File: src/hdl/sgs_pkg.sv
// Shared constants for the smoothed gain stage: widths, register indexes, reset values and unity gain.
package sgs_pkg;

  localparam int unsigned SAMPLE_WIDTH_DEF     = 24;
  localparam int unsigned GAIN_STATE_WIDTH_DEF = 40;

  // Fixed field widths.
  localparam int unsigned PORT_GAIN_WIDTH = 24;
  localparam int unsigned COEFF_WIDTH     = 24;
  localparam int unsigned THRESH_WIDTH    = 20;
  localparam int unsigned CFG_ADDR_WIDTH  = 3;
  localparam int unsigned CFG_DATA_WIDTH  = 24;

  // Configuration register indexes.
  localparam logic [CFG_ADDR_WIDTH-1:0] REG_ENABLE          = 3'd0;
  localparam logic [CFG_ADDR_WIDTH-1:0] REG_AUTOMATION_MODE = 3'd1;
  localparam logic [CFG_ADDR_WIDTH-1:0] REG_SMOOTH_COEFF    = 3'd2;
  localparam logic [CFG_ADDR_WIDTH-1:0] REG_TINY_THRESHOLD  = 3'd3;
  localparam logic [CFG_ADDR_WIDTH-1:0] REG_SMALL_THRESHOLD = 3'd4;

  // Register reset values.
  localparam logic                       ENABLE_RST          = 1'b1;
  localparam logic                       AUTOMATION_MODE_RST = 1'b0;
  localparam logic [COEFF_WIDTH-1:0]     SMOOTH_COEFF_RST    = 24'd54815;
  localparam logic [THRESH_WIDTH-1:0]    TINY_THRESHOLD_RST  = 20'd27;
  localparam logic [THRESH_WIDTH-1:0]    SMALL_THRESHOLD_RST = 20'd27488;

  // Unity gain in the Q2.22 port format.
  localparam logic [PORT_GAIN_WIDTH-1:0] UNITY_GAIN = 24'h400000;

endpackage

File: src/hdl/sgs_smooth.sv
// One-pole low-pass step of the gain toward the target, rounded and never overshooting.
module sgs_smooth #(
  parameter int unsigned GAIN_STATE_WIDTH = sgs_pkg::GAIN_STATE_WIDTH_DEF
) (
  input  logic [GAIN_STATE_WIDTH-1:0]        gain_i,
  input  logic [GAIN_STATE_WIDTH-1:0]        target_i,
  input  logic [sgs_pkg::COEFF_WIDTH-1:0]    coeff_i,
  output logic [GAIN_STATE_WIDTH-1:0]        gain_o
);

  localparam int unsigned GW  = GAIN_STATE_WIDTH;
  localparam int unsigned CW  = sgs_pkg::COEFF_WIDTH;
  localparam int unsigned LW  = 2 * CW + 1;

  logic          up;
  logic [GW-1:0] diff;
  logic [GW-1:0] step_hi;
  logic [LW-1:0] step_lo;
  logic [GW-1:0] step;

  assign up      = target_i >= gain_i;
  assign diff    = up ? (target_i - gain_i) : (gain_i - target_i);
  assign step_hi = GW'(coeff_i) * GW'(diff[GW-1:CW]);
  // Low half of the difference, rounded to the nearest gain LSB with ties up.
  assign step_lo = LW'(coeff_i) * LW'(diff[CW-1:0]) + (LW'(1) << (CW - 1));
  assign step    = step_hi + GW'(step_lo[LW-1:CW]);
  assign gain_o  = up ? (gain_i + step) : (gain_i - step);

endmodule

File: config.mk
export PLATFORM = sky130hd
export DESIGN_NAME = sgs_smooth
export DESIGN_NICKNAME = d
export VERILOG_FILES = /design/src/hdl/sgs_pkg.sv /design/src/hdl/sgs_smooth.sv
export SDC_FILE = /design/constraint.sdc
export NUM_CORES = 2
export LEC_CHECK = 0
export ABC_AREA = 1
export ABC_CLOCK_PERIOD_IN_PS = 13050
export BUFFER_PORTS_ARGS = -buffer_cell sky130_fd_sc_hd__buf_4
export CORE_AREA = 2 2 359 272
export DETAILED_ROUTE_END_ITERATION = 10
export DIE_AREA = 0 0 361 274
export PLACE_DENSITY_LB_ADDON = 0.08
export SLEW_MARGIN = 20
export SYNTH_ARGS = -nofsm -noshare
export SYNTH_HDL_FRONTEND = slang
export SYNTH_SLANG_ARGS = --single-unit
File: constraint.sdc
create_clock -name vclk -period 13.05
set_input_delay 0.6525 -clock vclk [all_inputs]
set_output_delay 0.6525 -clock vclk [all_outputs]
set_load 0.02 [all_outputs]
; Word level (Yosys, flattened, before mapping)
; Cells that the tools add are included.
[totals]
ff_bits = 0
latch_bits = 0
mem_bits_rw = 0
romBits = 0
input_bits = 104
out_inout_bits = 40
wordCells = 11
n_memories = 0
[classes]
add_sub_neg = 6
n_mul = 2
div = 0
n_lt_le_gt_ge = 1
eq_ne = 0
shift = 0
mux = 2
bitwise = 0
reduce_logical = 0
[ops]
columns = op, n
row1 = 40-bit subtractor, 3
row2 = 40-bit 2-to-1 mux, 2
row3 = 48-bit by 24-bit adder with 49-bit output (second input constant), 1
row4 = 24-bit by 24-bit multiplier with 48-bit output, 1
row5 = 40-bit by 25-bit adder with 40-bit output, 1
row6 = 40-bit adder, 1
row7 = 40-bit greater-or-equal comparator, 1
row8 = 24-bit by 16-bit multiplier with 40-bit output, 1

; Logic depth before layout (Yosys ltp)
[depth]
ltp_word = 7
ltp_mapped = 83
mapped_depth_nobuf = 81

; Worst setup path after synthesis
; No wires, ideal clock.
[synth_timing]
path_type = in2out
startpoint = in target_i[0]
endpoint = out gain_o[36]
t_arrival_ns = 13.520
setup_slack_ns = -1.123
stages = 77
n_path_buf = 2
path_cell_list = inv_1 ha_1 inv_1 fa_1 inv_1 o21ai_2 nand2_1 nand2_1 nand2_1 nand3_2 nand2_2 nand2_4 inv_2 buf_1 nand2_1 nand2_1 inv_1 buf_2 (+41 left out) nand4_1 o21ai_0 nand2_1 xnor2_1 inv_1 ha_1 nand2_1 nor2_1 nand4_1 nor3_1 o21ai_0 nand3_1 nand3_1 nand2_1 nand2_1 nand2_1 a31oi_1 xnor2_1
[synth_between]
elab_chain_cells = 7
word_cells_on_any_way = 11
cone_classes = 6 x add/sub / 2 x mul / 1 x order compare / 2 x mux
[synth_lines]
columns = element, line_no
row1 = start: declaration, sgs_smooth.sv:6  ; input logic [GAIN_STATE_WIDTH-1:0] target_i,
row2 = 40-bit subtractor / 40-bit greater-or-equal comparator (equally long branches), "sgs_smooth.sv:22, sgs_smooth.sv:21"
row3 = 40-bit 2-to-1 mux, sgs_smooth.sv:22  ; assign diff = up ? (target_i - gain_i) : (gain_i - target_i);
row4 = 24-bit by 24-bit multiplier with 48-bit output, sgs_smooth.sv:25  ; assign step_lo = LW'(coeff_i) * LW'(diff[CW-1:0]) + (LW'(1) << (CW - 1));
row5 = 48-bit by 24-bit adder with 49-bit output, sgs_smooth.sv:25
row6 = 40-bit by 25-bit adder with 40-bit output, sgs_smooth.sv:26  ; assign step = step_hi + GW'(step_lo[LW-1:CW]);
row7 = 40-bit subtractor / 40-bit adder (equally long branches), sgs_smooth.sv:27  ; assign gain_o = up ? (gain_i + step) : (gain_i - step);
row8 = 40-bit 2-to-1 mux *, sgs_smooth.sv:27
row9 = end: declaration, sgs_smooth.sv:8  ; output logic [GAIN_STATE_WIDTH-1:0] gain_o
; Mark *: on every way between the ends. The rest lies on a longest branch, timed or not.

; Final worst setup path
[layout_timing]
startpoint = in gain_i[28]
endpoint = out gain_o[34]
[layout_between]
elab_chain_cells = 7
word_cells_on_any_way = 11
cone_classes = 6 x add/sub / 2 x mul / 1 x order compare / 2 x mux
[layout_lines]
columns = element, line_no
row1 = start: declaration, sgs_smooth.sv:5  ; input logic [GAIN_STATE_WIDTH-1:0] gain_i,
row2 = 40-bit greater-or-equal comparator, sgs_smooth.sv:21  ; assign up = target_i >= gain_i;
row3 = 40-bit 2-to-1 mux, sgs_smooth.sv:22
row4 = 24-bit by 24-bit multiplier with 48-bit output, sgs_smooth.sv:25
row5 = 48-bit by 24-bit adder with 49-bit output, sgs_smooth.sv:25
row6 = 40-bit by 25-bit adder with 40-bit output, sgs_smooth.sv:26
row7 = 40-bit subtractor / 40-bit adder (equally long branches), sgs_smooth.sv:27
row8 = 40-bit 2-to-1 mux *, sgs_smooth.sv:27
; Marked as above.

==> impl_metrics.csv <==
group,metric,value,unit
outcome,status,"complete, but fails checks",
outcome,violations,"setup timing",
synth,avgSynthCellArea,7.19,sq um
synth,synth_top_area_share,39.2,%
synth,synth.distinct_cells,61,
place,preCtsSetupSlack,-2810,ps
layout,mostFrequentLayoutCells,"buf_4, inv_1, nand2_1",
layout,drive_gt1_share,33.4,%
drt,drt_wl_total,169,mm
place,place_hpwl,143,mm
floorplan,rows,99,
place,gp_congestion,0.992,
grt,grt_pass1_vias,42400,
drt,vias,42300,
synth,synth-simple-area-share,21.5,%
layout,multi_input_area,0.0397,sq mm
grt,track_usage,33.9,%
floorplan,die_h,274,um
critical_path,cp.required,12400,ps
floorplan,start_util,43.4,%
layout,area_growth_syn_to_layout,41.0,%
synth,synth-xor-area-share,3.70,%
layout,nNetsFinal,8406,
place,placed_area,0.0533,sq mm
grt,antenna_found_initial,6,
floorplan,coreArea,0.0960,sq mm
critical_path,cp_data_arrival_time,14470,ps
critical_path,cpMaxStageDelayCell,"fa_2",
critical_path,cp_max_fo,8,
grt,gr-total-overflow,0,
drt,wire_per_inst,20.3,um
critical_path,cp_num_buf_inv,22,
grt,grt_start_max_net_pins,37,
timing,fin_crit_sh,116,%
drt,antenna_left,0,
critical_path,cpMostUsedCell,"nand2_2",
synth,synth_top_family_by_area,"adder cells",
layout,clock_buffers,0,
drt,first_iter_violations,3421,
timing,rsz0062_at_grt,"yes",
drt,drtPass1Iterations,6,
synth,yosysWarnings,0,
layout,numSequentialCells,0,
timing,whs,1820,ps
floorplan,die_width,361,um
grt,grt_pass1_wl,255,mm
floorplan,die_area,0.0989,sq mm
synth,synthTopCellsByArea,"fa_1, ha_1, inv_1, nand2_1, nor2_1",
flow_run,drv_cap,0,
timing,slew_headroom,37.9,%
timing,fin_crit,15120,ps
synth,synth_compound_area_share,7.80,%
synth,synth_fa_ha_area_share,52.3,%
timing,drv_slew,0,
layout,antenna_cells,0,
timing,fmax,0.0661,GHz
layout,layout_commonest_cell,"buf_4",
critical_path,criticalPathCategory,"in -> out",
layout,fin_area,0.0587,sq mm
synth,synthCells,5787,
critical_path,max_stage_delay,570,ps
layout,fillers,8944,
synth,synth_area,0.0416,sq mm
synth,synth-seq-area-share,0,%
layout,seq_area,0,sq um
worst_hold_path,holdCritPathClass,"in -> out",
timing,final-setup-viol-count,34,
timing,hold_violations,0,
place,io_buffer_count,144,
critical_path,end_kind,"output port",
timing,worst_slew_pin_slew,930,ps
critical_path,start_kind,"input port",
critical_path,critPathTopFamily,"adder cells",
synth,synthMuxAreaShare,0,%
floorplan,pin_count,144,
drt,drcViolationCount,0,
drt,viasPerCell,5.09,
timing,setup_slack,-2070,ps
synth,syn_nets,7140,
synth,synth_area_leader_cell,"fa_1",
worst paths after layout:
| path | slack, ps | cells past startpoint | start | to |
|---|---|---|---|---|
| worst min-delay path | 1820 | 6 | gain_i[39] | gain_o[39] |
| worst max-delay path | -2070 | 77 | gain_i[28] | gain_o[34] |
routing by layer:
| metal | global-route usage (%) | vias to the layer above | share of wire (%) |
|---|---|---|---|
| met3 | 5.92 | 164 | 9.3 |
| met1 | 52.9 | 20900 | 47 |
| met2 | 49.5 | 1566 | 42 |
| met5 | 0 | - | 0 |
| met4 | 5.33 | 0 | 1.9 |
| li1 | - | 19600 | - |
synth_stat cells (all sizes together) (40+ instances only):
cell and instances:
a21oi 296, buf 97, clkbuf 105, fa 816, ha 433, inv 1384, nand2 1307, nand3 86
nor2 705, nor3 40, o21ai 164, xnor2 58, xor2 111
metrics by stage:
step	setup TNS, ps	instances	util (%)
final	-48050	8313	61.2
after global routing	-62390	8313	61.2
after CTS	-43500	8248	58.5
after detailed placement	-67130	8126	55.5
after global placement	-63490	8126	55.5
after floorplan	-2620	5787	-
final cells by class:
cell class,instances,area share [%]
inverters,1391,9.04
multi-input cells,4194,67.7
well taps,1262,2.69
repair buffers,1465,20.6
repair inverters,1,0.0128
logic make-up (layout without fill, tap and decap cells):
family          after synthesis  count (layout)
simple gates               2203            2203
buf+inv                    1593            2857
fa+ha+maj                  1249            1249
compound gates              573             573
xor+xnor                    169             169
timing repair:
| item | CTS | global route |
|---|---|---|
| setup buffers | 120 | 74 |
| gates resized for setup | 449 | 500 |
| endpoints found under the setup margin | 35 | 36 |
| hold buffers | 0 | 0 |
| pin swaps | 173 | 219 |
| gates cloned | 5 | 1 |
Power is not shown: default switching activity piles up to over one toggle a cycle in this logic, so the estimate is an artifact.
