### src/hdl/sgs_pkg.sv
// Shared constants for the smoothed gain stage: widths, register indexes, reset values and unity gain.
package sgs_pkg;

  localparam int unsigned SAMPLE_WIDTH_DEF     = 24;
  localparam int unsigned GAIN_STATE_WIDTH_DEF = 40;

  // Fixed field widths.
  localparam int unsigned PORT_GAIN_WIDTH = 24;
  localparam int unsigned COEFF_WIDTH     = 24;
  localparam int unsigned THRESH_WIDTH    = 20;
  localparam int unsigned CFG_ADDR_WIDTH  = 3;
  localparam int unsigned CFG_DATA_WIDTH  = 24;

  // Configuration register indexes.
  localparam logic [CFG_ADDR_WIDTH-1:0] REG_ENABLE          = 3'd0;
  localparam logic [CFG_ADDR_WIDTH-1:0] REG_AUTOMATION_MODE = 3'd1;
  localparam logic [CFG_ADDR_WIDTH-1:0] REG_SMOOTH_COEFF    = 3'd2;
  localparam logic [CFG_ADDR_WIDTH-1:0] REG_TINY_THRESHOLD  = 3'd3;
  localparam logic [CFG_ADDR_WIDTH-1:0] REG_SMALL_THRESHOLD = 3'd4;

  // Register reset values.
  localparam logic                       ENABLE_RST          = 1'b1;
  localparam logic                       AUTOMATION_MODE_RST = 1'b0;
  localparam logic [COEFF_WIDTH-1:0]     SMOOTH_COEFF_RST    = 24'd54815;
  localparam logic [THRESH_WIDTH-1:0]    TINY_THRESHOLD_RST  = 20'd27;
  localparam logic [THRESH_WIDTH-1:0]    SMALL_THRESHOLD_RST = 20'd27488;

  // Unity gain in the Q2.22 port format.
  localparam logic [PORT_GAIN_WIDTH-1:0] UNITY_GAIN = 24'h400000;

endpackage

### src/hdl/sgs_scale.sv
// Sample times gain multiplier with round-half-away rounding and saturation.
module sgs_scale #(
  parameter int unsigned SAMPLE_WIDTH     = sgs_pkg::SAMPLE_WIDTH_DEF,
  parameter int unsigned GAIN_STATE_WIDTH = sgs_pkg::GAIN_STATE_WIDTH_DEF
) (
  input  logic [SAMPLE_WIDTH-1:0]     sample_i,
  input  logic [GAIN_STATE_WIDTH-1:0] gain_i,
  output logic [SAMPLE_WIDTH-1:0]     sample_o,
  output logic                        clip_o
);

  localparam int unsigned PGW   = sgs_pkg::PORT_GAIN_WIDTH;
  localparam int unsigned GFRAC = GAIN_STATE_WIDTH - 2;
  localparam int unsigned HIW   = GAIN_STATE_WIDTH - PGW;
  localparam int unsigned AW    = SAMPLE_WIDTH + HIW;
  localparam int unsigned BW    = SAMPLE_WIDTH + PGW;
  localparam int unsigned RW    = ((BW > GFRAC) ? BW : GFRAC) + 1;
  localparam int unsigned MW    = ((AW > (RW - PGW)) ? AW : (RW - PGW)) + 1;

  logic                    neg;
  logic [SAMPLE_WIDTH-1:0] mag;
  logic [AW-1:0]           prod_hi;
  logic [BW-1:0]           prod_lo;
  logic [RW-1:0]           rnd_lo;
  logic [MW-1:0]           sum;
  logic [MW-1:0]           scaled;
  logic [MW-1:0]           half;
  logic [MW-1:0]           sat_mag;

  assign neg     = sample_i[SAMPLE_WIDTH-1];
  assign mag     = neg ? (~sample_i + 1'b1) : sample_i;
  // The gain is split at the port boundary so each product stays narrow.
  assign prod_hi = AW'(mag) * AW'(gain_i[GAIN_STATE_WIDTH-1:PGW]);
  assign prod_lo = BW'(mag) * BW'(gain_i[PGW-1:0]);
  assign rnd_lo  = RW'(prod_lo) + (RW'(1) << (GFRAC - 1));
  assign sum     = MW'(prod_hi) + MW'(rnd_lo >> PGW);
  assign scaled  = sum >> (GFRAC - PGW);
  assign half    = MW'(1) << (SAMPLE_WIDTH - 1);

  always_comb begin
    clip_o  = 1'b0;
    sat_mag = scaled;
    if (neg) begin
      if (scaled > half) begin
        sat_mag = half;
        clip_o  = 1'b1;
      end
      sample_o = SAMPLE_WIDTH'(MW'(0) - sat_mag);
    end else begin
      if (scaled > (half - 1'b1)) begin
        sat_mag = half - 1'b1;
        clip_o  = 1'b1;
      end
      sample_o = SAMPLE_WIDTH'(sat_mag);
    end
  end

endmodule

### config.mk
export PLATFORM = sky130hd
export DESIGN_NAME = sgs_scale
export DESIGN_NICKNAME = d
export VERILOG_FILES = /design/src/hdl/sgs_pkg.sv /design/src/hdl/sgs_scale.sv
export SDC_FILE = /design/constraint.sdc
export NUM_CORES = 2
export LEC_CHECK = 0
export ABC_AREA = 1
export BUFFER_PORTS_ARGS = -buffer_cell sky130_fd_sc_hd__buf_4
export CAP_MARGIN = 20
export CORE_ASPECT_RATIO = 1.2
export CORE_MARGIN = 2
export CORE_UTILIZATION = 45
export DETAILED_ROUTE_END_ITERATION = 10
export PLACE_DENSITY = 0.59
export RECOVER_POWER = 25
export SYNTH_ARGS = -nofsm -noshare
export SYNTH_HDL_FRONTEND = slang
export SYNTH_SLANG_ARGS = --single-unit
### constraint.sdc
create_clock -name vclk -period 35.1
set_input_delay 3.51 -clock vclk [all_inputs]
set_output_delay 3.51 -clock vclk [all_outputs]
set_load 0.005 [all_outputs]
==> Yosys cells after proc, flatten, opt, wreduce, memory -nomap -nowiden <==
Index checks and enable logic that the tools add are counted.
{ "word_totals": {"ff_bits": 0, "in_bits": 64, "output_inout_bits": 25} }
{ "op_classes": {"n_addsub": 4, "multipliers": 2, "order_cmp": 2, "n_mux": 8, "bitwise": 1} }
{ "op_table": {"columns": ["operator", "count"], "rows": [
  ["$mux 24", 5],
  ["$add 48x38->49 const B", 1],
  ["$mul 24x24->48", 1],
  ["$add 40x25->41", 1],
  ["$mul 24x16->40", 1],
  ["$gt 27x23->1 const B", 1],
  ["$gt 27x24->1 const B", 1],
  ["$add 24x1->24 const B", 1],
  ["$not 24->24", 1],
  ["$sub 1x24->24 const A", 1],
  ["$mux 1", 3]
]} }

==> Longest topological paths before layout <==
{ "logic_depth": {"ltp_word": 11, "mapped_depth": 74, "ltp_nobuf": 70} }

==> Least setup slack after synthesis <==
OpenSTA, ideal clock, no wires.
{ "synth_timing": {"path_kind": "input to output", "start": "input port sample_i[0]", "end": "output port sample_o[12]", "t_arrival_ns": 15.393, "required_ns": 31.590, "setup_slack_ns": 16.197, "path_stages": 67, "path_cell_list": "inv_1 > ha_1 > inv_1 > nor3_1 > inv_1 > nor4_1 > xor2_1 > nand2_1 > nand2_1 > inv_1 > clkbuf_1 > nand2_1 > fa_1 > inv_1 > fa_1 > inv_1 > fa_1 > inv_1 > [... 31 more ...] > nand3_1 > nand2_1 > nand2_1 > nor2_1 > nand4_1 > nor2_1 > nand3_1 > nand2_2 > buf_6 > buf_6 > buf_6 > nand3_1 > ha_1 > nand2_1 > nor2_2 > nand2_1 > nand2_1 > o21ai_1"} }
{ "synth_between": {"elab_chain_len": 11, "elab_cells_between_ends": 14, "classes_between": "add/sub: 4; mul: 2; order compare: 2; mux: 5; bitwise: 1"} }
{ "synth_rtl": {"columns": ["item", "line_no", "rtl"], "rows": [
  ["from (decl)", "sgs_scale.sv:6", "input logic [SAMPLE_WIDTH-1:0] sample_i,"],
  ["$not 24->24", "sgs_scale.sv:31", "assign mag = neg ? (~sample_i + 1'b1) : sample_i;"],
  ["$add 24x1->24", "sgs_scale.sv:31", null],
  ["$mux 24 *", "sgs_scale.sv:31", null],
  ["$mul 24x24->48", "sgs_scale.sv:34", "assign prod_lo = BW'(mag) * BW'(gain_i[PGW-1:0]);"],
  ["$add 48x38->49", "sgs_scale.sv:35", "assign rnd_lo = RW'(prod_lo) + (RW'(1) << (GFRAC - 1));"],
  ["$add 40x25->41 *", "sgs_scale.sv:36", "assign sum = MW'(prod_hi) + MW'(rnd_lo >> PGW);"],
  ["$gt 27x24->1", "sgs_scale.sv:44", "if (scaled > half) begin"],
  ["$mux 24", "sgs_scale.sv:44", null],
  ["$mux 24", "sgs_scale.sv:43", "if (neg) begin"],
  ["$sub 1x24->24", "sgs_scale.sv:48", "sample_o = SAMPLE_WIDTH'(MW'(0) - sat_mag);"],
  ["$mux 24 *", "sgs_scale.sv:43", null],
  ["to (decl)", "sgs_scale.sv:8", "output logic [SAMPLE_WIDTH-1:0] sample_o,"]
]} }
Mark *: on every way between the ends. The rest lies on a longest branch, timed or not. The select of a mux whose other input is x is not followed.

==> Final worst setup path <==
{ "layout_timing": {"start": "input port sample_i[0]", "end": "output port sample_o[20]"} }
The elaborated chain is that of the path after synthesis.

==> impl_metrics.env <==
export IMPL_wl_microns=109000
export IMPL_syn_nets=5573
export IMPL_finalCritPeriodShare_pct=75.8
export IMPL_worst_pin_slew_ns=2.66
export IMPL_cts_resized_gates=0
export IMPL_fin_nets=5536
export IMPL_grt_usage_pct=29.6
export IMPL_tns_ns=0
export IMPL_grt_pass1_vias=29900
export IMPL_die_area_sq_um=76400
export IMPL_cap_violations=2
export IMPL_initial_core_util_pct=45.4
export IMPL_drc=0
export IMPL_critical_path_class="in2out"
export IMPL_die_h_microns=302
export IMPL_final_core_util_pct=47.5
export IMPL_wl_per_cell_microns=20.6
export IMPL_hold_viol_final=0
export IMPL_fin_cells=5286
export IMPL_nClkBuffers=0
export IMPL_hold_start="sample_i[23]"
export IMPL_regArea_sq_um=0
export IMPL_detailedRoute_firstPassIterationCount=6
export IMPL_ant_nets=0
export IMPL_antenna_found_initial=0
export IMPL_antenna_cells=0
export IMPL_yosys_warnings=0
export IMPL_portBuffers=89
export IMPL_seq_cell_count=0
export IMPL_rsz0062_at_grt="false"
export IMPL_setup_viol=0
export IMPL_cts_hold_buffers=0
export IMPL_worst_setup_path_start_kind="primary input"
export IMPL_worstPathArrival_ns=23.11
export IMPL_route_vias_total=28000
export IMPL_min_to="sample_o[23]"
export IMPL_cp_required_ns=31.59
export IMPL_rows=109
export IMPL_post_cts_setup_buffers=0
export IMPL_worstHoldPathCells=4
export IMPL_slew_violations=65
export IMPL_violations="max-capacitance violations, max-slew violations"
export IMPL_dp_cells=5285
export IMPL_crit_path_end_kind="primary output"
export IMPL_fmax_mhz=37.6
export IMPL_synth_seq_area_share_pct=0
export IMPL_vias_per_cell=5.30
export IMPL_fin_crit_ns=26.62
export IMPL_coreArea_sq_um=73500
export IMPL_fillers=7428
export IMPL_synth_avg_cell_area_sq_um=7.62
export IMPL_pin_count=89
export IMPL_hpwlAfterDp_microns=89500
export IMPL_max_stage_delay_ns=1.85
export IMPL_syn_area_sq_um=33400
export IMPL_postSynthCellCount=4382
export IMPL_place_gp_congestion=0.957
export IMPL_grt_start_max_net_pins=49
export IMPL_synth_cell_types=51
export IMPL_outcome="finished, violations left"
export IMPL_cp_slowest_cell="clkbuf_1"
export IMPL_drive_gt1_share_pct=3.68
export IMPL_area_growth_pct=4.55
export IMPL_path_max_fanout=41
export IMPL_fp_dieW_microns=253
export IMPL_drt_iter0_drc=1853
export IMPL_overflow=0
export IMPL_relSlewSlack_pct=-77.6
export IMPL_hold_class="in2out"
export IMPL_grt_pass1_wl_microns=172000
export IMPL_crit_path_frequent_cell="nand2_1"
cells in the mapped netlist (all sizes together), types with 4 or more instances:
cell type | n | area share, %
nand2 | 980 | 11
buf | 12 | 0.21
o41ai | 4 | 0.10
o21ai | 79 | 1.2
fa | 812 | 49
a31oi | 11 | 0.21
nor2 | 558 | 6.3
nand3b | 10 | 0.22
nand3 | 87 | 1.3
o31ai | 6 | 0.13
nand4 | 13 | 0.24
clkbuf | 158 | 1.8
o21bai | 9 | 0.21
or2 | 6 | 0.11
ha | 315 | 12
clkinv | 12 | 0.13
o21a | 7 | 0.16
xor2 | 18 | 0.47
nor3 | 15 | 0.25
nor4 | 13 | 0.26
xnor2 | 20 | 0.52
a21oi | 94 | 1.4
inv | 1118 | 13
o211ai | 5 | 0.11
o221ai | 4 | 0.10
stage by stage:
stage | hold slack, ns | cell area (sq um) | setup WS (ns)
final | 7.67 | 34900 | 8.48
after global routing | 7.69 | 34900 | 7.28
after CTS | 7.65 | 34900 | 12.09
after detailed placement | 7.65 | 34900 | 12.13
after global placement | 7.65 | 34900 | 12.14
after floorplan | 7.61 | 33400 | 16.20
metal layers:
metal / up-vias / GRT usage [%] / routed length, microns
met4: 0 / 10.9 / 5180
met3: 232 / 2.86 / 6990
met1: 14100 / 36.3 / 41400
li1: 12600 / - / -
met5: - / 0 / 0
met2: 1078 / 54.0 / 55500
cells in the final DEF, fill, tap and decap left out, types with 18 or more instances in the layout:
master / instances
nand3_1: 86
a21oi_1: 94
xnor2_1: 20
nor2_1: 552
inv_1: 1113
buf_4: 125
fa_1: 812
nand2_1: 975
o21ai_0: 68
xor2_1: 18
ha_1: 315
worst max-delay path, delay by kind of cell:
family                   cells  cell delay (ns)
AO/OA/AOI/OAI                7             2.61
XOR/XNOR                     2             0.65
adder cells (fa/ha/maj)     15             6.86
buffers and inverters       13             5.43
AND/OR/NAND/NOR             23             3.96
how the worst max path moves through the flow:
stage,to,startpoint,slack (ns)
after floorplan,sample_o[12],sample_i[0],16.20
after global placement,sample_o[20],sample_i[0],12.14
after detailed placement,sample_o[20],sample_i[0],12.13
after CTS,sample_o[20],sample_i[0],12.09
after global routing,sample_o[18],sample_i[0],7.28
final,sample_o[20],sample_i[0],8.48
cell type report:
class                           instances  area (sq um)  share of cell area, %
Multi-Input combinational cell       3082         28500                   81.6
Inverter                             1130          4240                   12.2
Tap cell                              943          1180                   3.38
Timing Repair Buffer                  131           996                   2.85
kinds of logic after synthesis:
group | after synthesis | share of synthesized area (%)
AOI/OAI and AO/OA | 231 | 3.93
adders and majority gates | 1127 | 60.5
xor gates and xnor gates | 38 | 0.997
buffers and inverters | 1300 | 14.7
and+or+nand+nor | 1686 | 19.9
Power is not shown: default switching activity piles up to over one toggle a cycle in this logic, so the estimate is an artifact.
